===== src/rtl/alc_pkg.sv =====
package alc_pkg;

  localparam int unsigned SampleW = 12;
  localparam int unsigned MagW    = 15;
  localparam int unsigned AccW    = 20;
  localparam int unsigned ProdW   = 25;
  localparam int unsigned ScaledW = 17;
  localparam int unsigned ThrW    = 13;

  localparam logic [AccW-1:0] DC_RESET   = 20'd524288;
  localparam int unsigned     DC_SHIFT   = 6;
  localparam logic [MagW-1:0] MAG_MAX    = 15'd32767;
  localparam logic [MagW-1:0] PEAK_DECAY = 15'd4;
  localparam logic [MagW-1:0] ENV_DECAY  = 15'd1;
  localparam logic [ThrW-1:0] THR_MIN    = 13'd8;
  // 52429 / 2^18 is 1/5 plus a hair; exact floor for any 15-bit operand
  localparam logic [15:0]     RECIP5     = 16'd52429;
  localparam int unsigned     RECIP5_SH  = 18;

  localparam logic CMD_PROCESS = 1'b0;
  localparam logic CMD_RESTART = 1'b1;

  localparam logic [7:0] REG_GAIN     = 8'd0;
  localparam logic [7:0] REG_CLIP     = 8'd1;
  localparam logic [7:0] REG_WARN     = 8'd2;
  localparam logic [7:0] REG_MIN_SIG  = 8'd3;

  localparam logic [10:0] GAIN_RESET    = 11'd256;
  localparam logic [14:0] CLIP_RESET    = 15'd30000;
  localparam logic [13:0] WARN_RESET    = 14'd8000;
  localparam logic [14:0] MIN_SIG_RESET = 15'd200;

  typedef enum logic [1:0] {
    QUAL_LOW  = 2'd0,
    QUAL_GOOD = 2'd1,
    QUAL_HIGH = 2'd2,
    QUAL_CLIP = 2'd3
  } quality_e;

  typedef struct packed {
    logic [10:0] gain;
    logic [14:0] clip_level;
    logic [13:0] warn_level;
    logic [14:0] min_signal_level;
  } cfg_t;

  typedef struct packed {
    logic               valid;
    logic               restart;
    logic [SampleW-1:0] sample;
  } in_stage_t;

  typedef struct packed {
    logic                    valid;
    logic                    restart;
    logic signed [ProdW-1:0] prod;
  } prod_stage_t;

  typedef struct packed {
    logic                      valid;
    logic                      restart;
    logic signed [ScaledW-1:0] scaled;
    logic [MagW-1:0]           mag;
    logic [MagW-1:0]           env;
    logic [MagW-1:0]           peak;
  } env_stage_t;

  typedef struct packed {
    logic            level;
    logic [MagW-1:0] envelope;
    logic [MagW-1:0] peak;
    quality_e        quality;
  } result_t;

endpackage


===== src/rtl/alc_dc_track.sv =====
module alc_dc_track (
  input  logic                 clk_i,
  input  logic                 rst_ni,
  input  logic                 en_i,
  input  alc_pkg::in_stage_t   in_i,
  input  logic [10:0]          gain_i,
  output alc_pkg::prod_stage_t prod_o
);

  logic [alc_pkg::AccW-1:0] dc_q, dc_d;
  alc_pkg::prod_stage_t     prod_q, prod_d;

  logic signed [alc_pkg::AccW:0] diff;
  logic signed [alc_pkg::AccW:0] step;
  logic signed [alc_pkg::AccW:0] acc_sum;
  logic [alc_pkg::AccW-1:0]      acc_new;
  logic signed [alc_pkg::SampleW:0] delta;
  logic signed [alc_pkg::ProdW-1:0] delta_ext;
  logic signed [alc_pkg::ProdW-1:0] gain_ext;

  always_comb begin
    diff    = $signed({1'b0, in_i.sample, 8'd0}) - $signed({1'b0, dc_q});
    step    = diff >>> alc_pkg::DC_SHIFT;
    acc_sum = $signed({1'b0, dc_q}) + step;
    acc_new = acc_sum[alc_pkg::AccW-1:0];
    delta   = $signed({1'b0, in_i.sample}) - $signed({1'b0, acc_new[alc_pkg::AccW-1:8]});

    delta_ext = {{(alc_pkg::ProdW-alc_pkg::SampleW-1){delta[alc_pkg::SampleW]}}, delta};
    gain_ext  = {{(alc_pkg::ProdW-11){1'b0}}, gain_i};

    dc_d = dc_q;
    if (in_i.valid) begin
      dc_d = in_i.restart ? alc_pkg::DC_RESET : acc_new;
    end

    prod_d.valid   = in_i.valid;
    prod_d.restart = in_i.restart;
    prod_d.prod    = delta_ext * gain_ext;
  end

  always_ff @(posedge clk_i or negedge rst_ni) begin
    if (!rst_ni) begin
      dc_q   <= alc_pkg::DC_RESET;
      prod_q <= '0;
    end else if (en_i) begin
      dc_q   <= dc_d;
      prod_q <= prod_d;
    end
  end

  assign prod_o = prod_q;

endmodule


===== src/rtl/alc_env_track.sv =====
module alc_env_track (
  input  logic                 clk_i,
  input  logic                 rst_ni,
  input  logic                 en_i,
  input  alc_pkg::prod_stage_t prod_i,
  output alc_pkg::env_stage_t  env_o
);

  logic [alc_pkg::MagW-1:0] env_q, env_d;
  logic [alc_pkg::MagW-1:0] peak_q, peak_d;
  alc_pkg::env_stage_t      st_q, st_d;

  logic signed [alc_pkg::ScaledW-1:0] scaled;
  logic [alc_pkg::ScaledW-1:0]        abs_val;
  logic [alc_pkg::MagW-1:0]           mag;
  logic [alc_pkg::MagW-1:0]           pk_dec;
  logic [alc_pkg::MagW-1:0]           env_dec;
  logic [alc_pkg::MagW-1:0]           pk_new;
  logic [alc_pkg::MagW-1:0]           env_new;

  always_comb begin
    // floor of prod / 256
    scaled  = prod_i.prod[alc_pkg::ProdW-1:8];
    abs_val = scaled[alc_pkg::ScaledW-1] ? -scaled : scaled;
    mag     = (abs_val[alc_pkg::ScaledW-1:alc_pkg::MagW] != '0) ? alc_pkg::MAG_MAX
                                                                : abs_val[alc_pkg::MagW-1:0];

    pk_dec  = (peak_q > alc_pkg::PEAK_DECAY) ? peak_q - alc_pkg::PEAK_DECAY : '0;
    env_dec = (env_q > alc_pkg::ENV_DECAY) ? env_q - alc_pkg::ENV_DECAY : '0;
    pk_new  = (mag > pk_dec) ? mag : pk_dec;
    env_new = (mag > env_dec) ? mag : env_dec;

    peak_d = peak_q;
    env_d  = env_q;
    if (prod_i.valid) begin
      peak_d = prod_i.restart ? '0 : pk_new;
      env_d  = prod_i.restart ? '0 : env_new;
    end

    st_d.valid   = prod_i.valid;
    st_d.restart = prod_i.restart;
    st_d.scaled  = scaled;
    st_d.mag     = mag;
    st_d.env     = env_new;
    st_d.peak    = pk_new;
  end

  always_ff @(posedge clk_i or negedge rst_ni) begin
    if (!rst_ni) begin
      env_q  <= '0;
      peak_q <= '0;
      st_q   <= '0;
    end else if (en_i) begin
      env_q  <= env_d;
      peak_q <= peak_d;
      st_q   <= st_d;
    end
  end

  assign env_o = st_q;

endmodule


===== src/rtl/alc_slicer.sv =====
module alc_slicer (
  input  logic                clk_i,
  input  logic                rst_ni,
  input  logic                en_i,
  input  alc_pkg::env_stage_t env_i,
  input  alc_pkg::cfg_t       cfg_i,
  output logic                valid_o,
  output alc_pkg::result_t    result_o
);

  logic             slice_q, slice_d;
  logic             valid_q, valid_d;
  alc_pkg::result_t res_q, res_d;

  logic [16:0]                        env_x3;
  logic [alc_pkg::MagW-1:0]           env_q4;
  logic [30:0]                        thr_prod;
  logic [alc_pkg::ThrW-1:0]           thr_raw;
  logic [alc_pkg::ThrW-1:0]           thr;
  logic signed [alc_pkg::ScaledW-1:0] thr_pos;
  logic signed [alc_pkg::ScaledW-1:0] thr_neg;
  logic                               slice_new;
  alc_pkg::quality_e                  qual;

  always_comb begin
    // env*15/100 == floor(floor(env*3/4)/5)
    env_x3   = {1'b0, env_i.env, 1'b0} + {2'b00, env_i.env};
    env_q4   = env_x3[16:2];
    thr_prod = {16'd0, env_q4} * {15'd0, alc_pkg::RECIP5};
    thr_raw  = thr_prod[alc_pkg::RECIP5_SH +: alc_pkg::ThrW];
    thr      = (thr_raw < alc_pkg::THR_MIN) ? alc_pkg::THR_MIN : thr_raw;
    thr_pos  = $signed({{(alc_pkg::ScaledW-alc_pkg::ThrW){1'b0}}, thr});
    thr_neg  = -thr_pos;

    slice_new = slice_q;
    if (env_i.scaled > thr_pos) begin
      slice_new = 1'b1;
    end else if (env_i.scaled < thr_neg) begin
      slice_new = 1'b0;
    end

    if ((env_i.mag >= cfg_i.clip_level) || (env_i.env >= {cfg_i.warn_level, 1'b0})) begin
      qual = alc_pkg::QUAL_CLIP;
    end else if (env_i.env >= {1'b0, cfg_i.warn_level}) begin
      qual = alc_pkg::QUAL_HIGH;
    end else if (env_i.env >= cfg_i.min_signal_level) begin
      qual = alc_pkg::QUAL_GOOD;
    end else begin
      qual = alc_pkg::QUAL_LOW;
    end

    slice_d = slice_q;
    if (env_i.valid) begin
      slice_d = env_i.restart ? 1'b0 : slice_new;
    end

    valid_d        = env_i.valid && !env_i.restart;
    res_d.level    = slice_new;
    res_d.envelope = env_i.env;
    res_d.peak     = env_i.peak;
    res_d.quality  = qual;
  end

  always_ff @(posedge clk_i or negedge rst_ni) begin
    if (!rst_ni) begin
      slice_q <= 1'b0;
      valid_q <= 1'b0;
    end else if (en_i) begin
      slice_q <= slice_d;
      valid_q <= valid_d;
    end
  end

  always_ff @(posedge clk_i) begin
    if (en_i) begin
      res_q <= res_d;
    end
  end

  assign valid_o  = valid_q;
  assign result_o = res_q;

endmodule


===== src/rtl/audio_level_conditioner.sv =====
// Audio level conditioner: takes 12-bit ADC samples (tuser = 1 is a restart
// request, which resets the DC tracker, clears the envelope, peak and slicer
// state, keeps the configuration and returns nothing). Each sample goes through
// the input register and then the register stages of DC tracking and gain
// multiply, magnitude with envelope/peak follow, then threshold, slicer and
// quality into the output register. A new sample is taken every cycle while the
// output is not stalled; the feedback through the DC accumulator, the envelope/
// peak registers and the slicer bit closes within its own stage. A stalled output
// freezes the whole pipeline. Configuration registers: 0 gain (Q8), 1 clip level,
// 2 warn level, 3 minimum signal level; write them only while the block is idle.
module audio_level_conditioner (
  input  logic        clk_i,
  input  logic        rst_ni,

  input  logic        s_axis_tvalid,
  output logic        s_axis_tready,
  input  logic [15:0] s_axis_tdata,   // [11:0] sample, [15:12] zero
  input  logic        s_axis_tuser,   // [0] cmd

  output logic        m_axis_tvalid,
  input  logic        m_axis_tready,
  output logic [39:0] m_axis_tdata,   // [0] level, [15:1] envelope, [30:16] peak,
                                      // [32:31] quality, [39:33] zero

  input  logic        cfg_valid_i,
  output logic        cfg_ready_o,
  input  logic [7:0]  cfg_index_i,
  input  logic [15:0] cfg_data_i
);

  alc_pkg::cfg_t        cfg_q;
  alc_pkg::in_stage_t   in_q;
  alc_pkg::prod_stage_t prod_st;
  alc_pkg::env_stage_t  env_st;
  alc_pkg::result_t     result;
  logic                 out_valid;
  logic                 en;

  assign en            = !out_valid || m_axis_tready;
  assign s_axis_tready = en;
  assign cfg_ready_o   = 1'b1;

  always_ff @(posedge clk_i or negedge rst_ni) begin
    if (!rst_ni) begin
      cfg_q.gain             <= alc_pkg::GAIN_RESET;
      cfg_q.clip_level       <= alc_pkg::CLIP_RESET;
      cfg_q.warn_level       <= alc_pkg::WARN_RESET;
      cfg_q.min_signal_level <= alc_pkg::MIN_SIG_RESET;
    end else if (cfg_valid_i) begin
      unique case (cfg_index_i)
        alc_pkg::REG_GAIN:    cfg_q.gain             <= cfg_data_i[10:0];
        alc_pkg::REG_CLIP:    cfg_q.clip_level       <= cfg_data_i[14:0];
        alc_pkg::REG_WARN:    cfg_q.warn_level       <= cfg_data_i[13:0];
        alc_pkg::REG_MIN_SIG: cfg_q.min_signal_level <= cfg_data_i[14:0];
        default: ;
      endcase
    end
  end

  always_ff @(posedge clk_i or negedge rst_ni) begin
    if (!rst_ni) begin
      in_q <= '0;
    end else if (en) begin
      in_q.valid   <= s_axis_tvalid;
      in_q.restart <= (s_axis_tuser == alc_pkg::CMD_RESTART);
      in_q.sample  <= s_axis_tdata[alc_pkg::SampleW-1:0];
    end
  end

  alc_dc_track u_dc (
    .clk_i  (clk_i),
    .rst_ni (rst_ni),
    .en_i   (en),
    .in_i   (in_q),
    .gain_i (cfg_q.gain),
    .prod_o (prod_st)
  );

  alc_env_track u_env (
    .clk_i  (clk_i),
    .rst_ni (rst_ni),
    .en_i   (en),
    .prod_i (prod_st),
    .env_o  (env_st)
  );

  alc_slicer u_slicer (
    .clk_i    (clk_i),
    .rst_ni   (rst_ni),
    .en_i     (en),
    .env_i    (env_st),
    .cfg_i    (cfg_q),
    .valid_o  (out_valid),
    .result_o (result)
  );

  assign m_axis_tvalid = out_valid;
  assign m_axis_tdata  = {7'd0, result.quality, result.peak, result.envelope, result.level};

  // nothing pending at the output means the pipeline must be moving
  a_ready_when_empty: assert property (@(posedge clk_i) disable iff (!rst_ni)
    !m_axis_tvalid |-> s_axis_tready)
    else $error("input stalled with empty output");

  // a held result must freeze the front stage
  a_front_holds: assert property (@(posedge clk_i) disable iff (!rst_ni)
    (m_axis_tvalid && !m_axis_tready && in_q.valid) |=> $stable(in_q))
    else $error("front stage moved during output stall");

  // envelope decays slower than peak and both take the same magnitude
  a_env_ge_peak: assert property (@(posedge clk_i) disable iff (!rst_ni)
    m_axis_tvalid |-> (result.envelope >= result.peak))
    else $error("peak above envelope");

endmodule


===== config.mk =====
export PLATFORM = sky130hd
export DESIGN_NAME = audio_level_conditioner
export DESIGN_NICKNAME = d
export VERILOG_FILES = /design/src/rtl/alc_pkg.sv /design/src/rtl/alc_dc_track.sv /design/src/rtl/alc_env_track.sv /design/src/rtl/alc_slicer.sv /design/src/rtl/audio_level_conditioner.sv
export SDC_FILE = /design/constraint.sdc
export NUM_CORES = 1
export LEC_CHECK = 0
export BUFFER_PORTS_ARGS = -buffer_cell sky130_fd_sc_hd__buf_2
export CAP_MARGIN = 25
export CORE_MARGIN = 2
export CORE_UTILIZATION = 40
export DETAILED_ROUTE_END_ITERATION = 16
export GPL_ROUTABILITY_DRIVEN = 0
export SLEW_MARGIN = 10
export SYNTH_ARGS = -nofsm -noshare
export SYNTH_HDL_FRONTEND = slang
export SYNTH_SLANG_ARGS = --single-unit

===== constraint.sdc =====
create_clock -name clk_i -period 28.5 [get_ports clk_i]
set_input_delay 5.7 -clock clk_i [delete_from_list [all_inputs] [get_ports clk_i]]
set_output_delay 5.7 -clock clk_i [all_outputs]
set_load 0.1 [all_outputs]

==> results.ini <==
[sta]
rsz0062_at_grt = false
setup_viol = 0
layout_worst_path_cycle_share = 0.4365
final_max_slew_viol_count = 0
slew_headroom = 0.2732
hold_viol_final = 0
clock_skew_ns = 0.02423
period_needed_ns = 12.44
setup_tns_ns = 0
worstMarginPinSlew_ns = 1.090
max_freq_mhz = 80.39

[die]
die_area_um2 = 64320
initial_utilization = 0.4039
io_pins = 89
die_h_um = 253.6
placementRows = 91
die_w_um = 253.6
coreArea_um2 = 61710

[clock_network]
path_clk_slew_ns = 0.06
cts_tree = done
clk-insertion-delay-late_ns = 0.59
cts-root-buf = clkbuf_16
holdBufCountCts = 0
postCtsSetupBuffers = 0
numCtsBuffers = 29
clock_path_buffers = 3
cts_resized = 0
clock-sinks = 237
htree_levels = 1

[critical_path]
worstPathCellList = buf_2 > nor2b_4 > inv_4 > buf_2
r2r_setup_slack_ns = 16.24
reg2reg_depth = 43
cp_num_buf_inv = 3
critPathLaunchType = input port
critPathRequiredTime_ns = 22.80
worstSetupPathType = input port to output pin
critPathArrivalTime_ns = 6.74
critPathTopFamily = buffers and inverters
max_stage_delay_ns = 0.45
critPathSlowestCell = nor2b_4
r2r_end = u_slicer.result_o[32]
critPathMaxFanout = 19
crit_path_frequent_cell = buf_2
worstReg2RegStart = u_env.env_o[16]
cp-end-kind = output pin

[synthesis]
syn_area_um2 = 24920
synthDistinctLibCells = 84
synth_flop_cell = dfrtp_1
avgSynthCellArea_um2 = 9.252
synth_cells = 2694
ys_ff_latch = 237
seq_area_frac_synth = 0.2455
yosys_warnings = 0
synth-async-reset-ratio = 0.8608
synth_edf_count = 33

[layout]
antenna_cells = 0
syn2layout_area_growth_pct = 9.403
drive_above_1_share = 0.09699
layout.nets = 3314

[drt]
dr.pass1.iters = 7
finalWirelength_mm = 63.50
drtAntennaViolNets = 0
wl_per_cell_um = 17.69
num_vias = 19100
viasPerCell = 5.320
drt_iter0_drc = 1158
drc = 0

[hold_path]
holdPathStages = 0
worstHoldStart = u_env.env_o[14]
whs_endpoint = u_slicer.result_o[16]
worstHoldPathType = flop to flop

[global_route]
grt_pass1_wl_mm = 103.0
antenna_found_initial = 0
grt_max_degree = 96
grt_usage = 0.2000
overflow = 0
grt_pass1_vias = 19340

[outcome]
outcome = complete, no violations

[flow_run]
maxCapViolations = 0

[place]
io_buffers = 75
dp_hpwl_mm = 50.32

## metrics by stage
stage | hold slack (ns) | area (um2) | setup WS [ns] | utilization | cells
after global placement | 0.4340 | 26130 | 16.06 | 0.4235 | 3531
after global routing | 0.4735 | 27270 | 15.50 | 0.4419 | 3590
final | 0.4513 | 27270 | 16.06 | 0.4419 | 3590
after floorplan | 0.4248 | 24960 | 14.42 | - | 2704
after detailed placement | 0.4408 | 26130 | 16.06 | 0.4235 | 3531
after CTS | 0.4554 | 27200 | 16.05 | 0.4408 | 3585
## cell usage after synthesis, types with 26 or more instances
| master | number | area share |
|---|---|---|
| dfrtp_1 | 186 | 0.19 |
| nor2b_1 | 36 | 0.0090 |
| mux2_2 | 64 | 0.029 |
| a21oi_1 | 98 | 0.020 |
| nand3_1 | 94 | 0.019 |
| nand2b_1 | 35 | 0.0088 |
| o21a_1 | 40 | 0.012 |
| edfxtp_1 | 33 | 0.040 |
| nand2_1 | 308 | 0.046 |
| o311ai_0 | 36 | 0.013 |
| nor3_1 | 32 | 0.0064 |
| and2_1 | 47 | 0.012 |
| xnor2_1 | 71 | 0.025 |
| o21ai_0 | 59 | 0.012 |
| ha_1 | 344 | 0.17 |
| a21o_1 | 37 | 0.011 |
| xor2_1 | 48 | 0.017 |
| clkbuf_1 | 87 | 0.013 |
| fa_1 | 194 | 0.16 |
| inv_1 | 396 | 0.060 |
| a211oi_1 | 26 | 0.0078 |
| nor2_1 | 139 | 0.021 |
## worst register-to-register path: cells and delay by family (launching register included)
kind	cells	cell delay (ns)
fa+ha+maj	10	4.01
compound gates	16	3.82
simple gates	10	2.00
flops	1	0.67
buf+inv	5	0.55
mux	1	0.46
xor+xnor	1	0.45
## placed cells by master (no fill, tap or decap), types with 29 or more instances in the layout
master / n
a21o_1: 37
a21oi_1: 96
and2_1: 47
buf_2: 74
clkbuf_16: 29
dfrtp_1: 186
edfxtp_1: 33
fa_1: 194
ha_1: 344
inv_1: 395
mux2_2: 64
nand2_1: 308
nand2b_1: 35
nand3_1: 94
nor2_1: 139
nor2b_1: 35
nor3_1: 32
o21a_1: 40
o21ai_0: 59
o311ai_0: 36
xnor2_1: 71
xor2_1: 48
## kinds of logic after synthesis
family | share of synthesized area
buffers and inverters | 0.07671
adder cells (fa/ha/maj) | 0.3285
multiplexers | 0.03138
AND/OR/NAND/NOR | 0.1515
other | 0.0003013
AO/OA/AOI/OAI | 0.1237
flip-flops | 0.2455
XOR/XNOR | 0.04247
## cell type report
| cell class | count | area (um2) |
|---|---|---|
| clock inverter | 18 | 267.8 |
| timing repair buffer | 98 | 584.3 |
| tap | 837 | 1047 |
| fill | 6025 | 34440 |
| sequential | 237 | 6118 |
| inverter | 396 | 1489 |
| clock buffer | 36 | 802.0 |
| multi-input combinational | 1968 | 16960 |
## worst max path at each step
stage                                from               endpoint  slack [ns]  cells past startpoint
after CTS                   m_axis_tready          s_axis_tready       16.05                      4
after detailed placement    m_axis_tready          s_axis_tready       16.06                      4
final                       m_axis_tready          s_axis_tready       16.06                      4
after global placement      m_axis_tready          s_axis_tready       16.06                      4
after global routing      u_env.env_o[16]  u_slicer.result_o[32]       15.50                     43
after floorplan             m_axis_tready          s_axis_tready       14.42                      6
## sequential cells by signal, indices dropped and copies added, names as in the netlist
register,flops
u_slicer.valid_o,1
u_dc.dc_q,20
u_dc.prod_o,19
u_slicer.slice_q,1
in_q,14
cfg_q,55
u_slicer.result_o,33
u_env.peak_q,15
u_env.env_o,64
u_env.env_q,15
## per-layer routing
| layer | track usage | up-vias | wire, um |
|---|---|---|---|
| li1 | - | 9186 | - |
| met1 | 0.2799 | 9360 | 29240 |
| met2 | 0.3263 | 445 | 29270 |
| met3 | 0.02038 | 109 | 3236 |
| met4 | 0.06202 | 0 | 1754 |
| met5 | 0 | - | 0 |
Power is left out: the tool's default activity adds up to more than one toggle a clock period on the data nets, which glitch-free logic cannot reach.
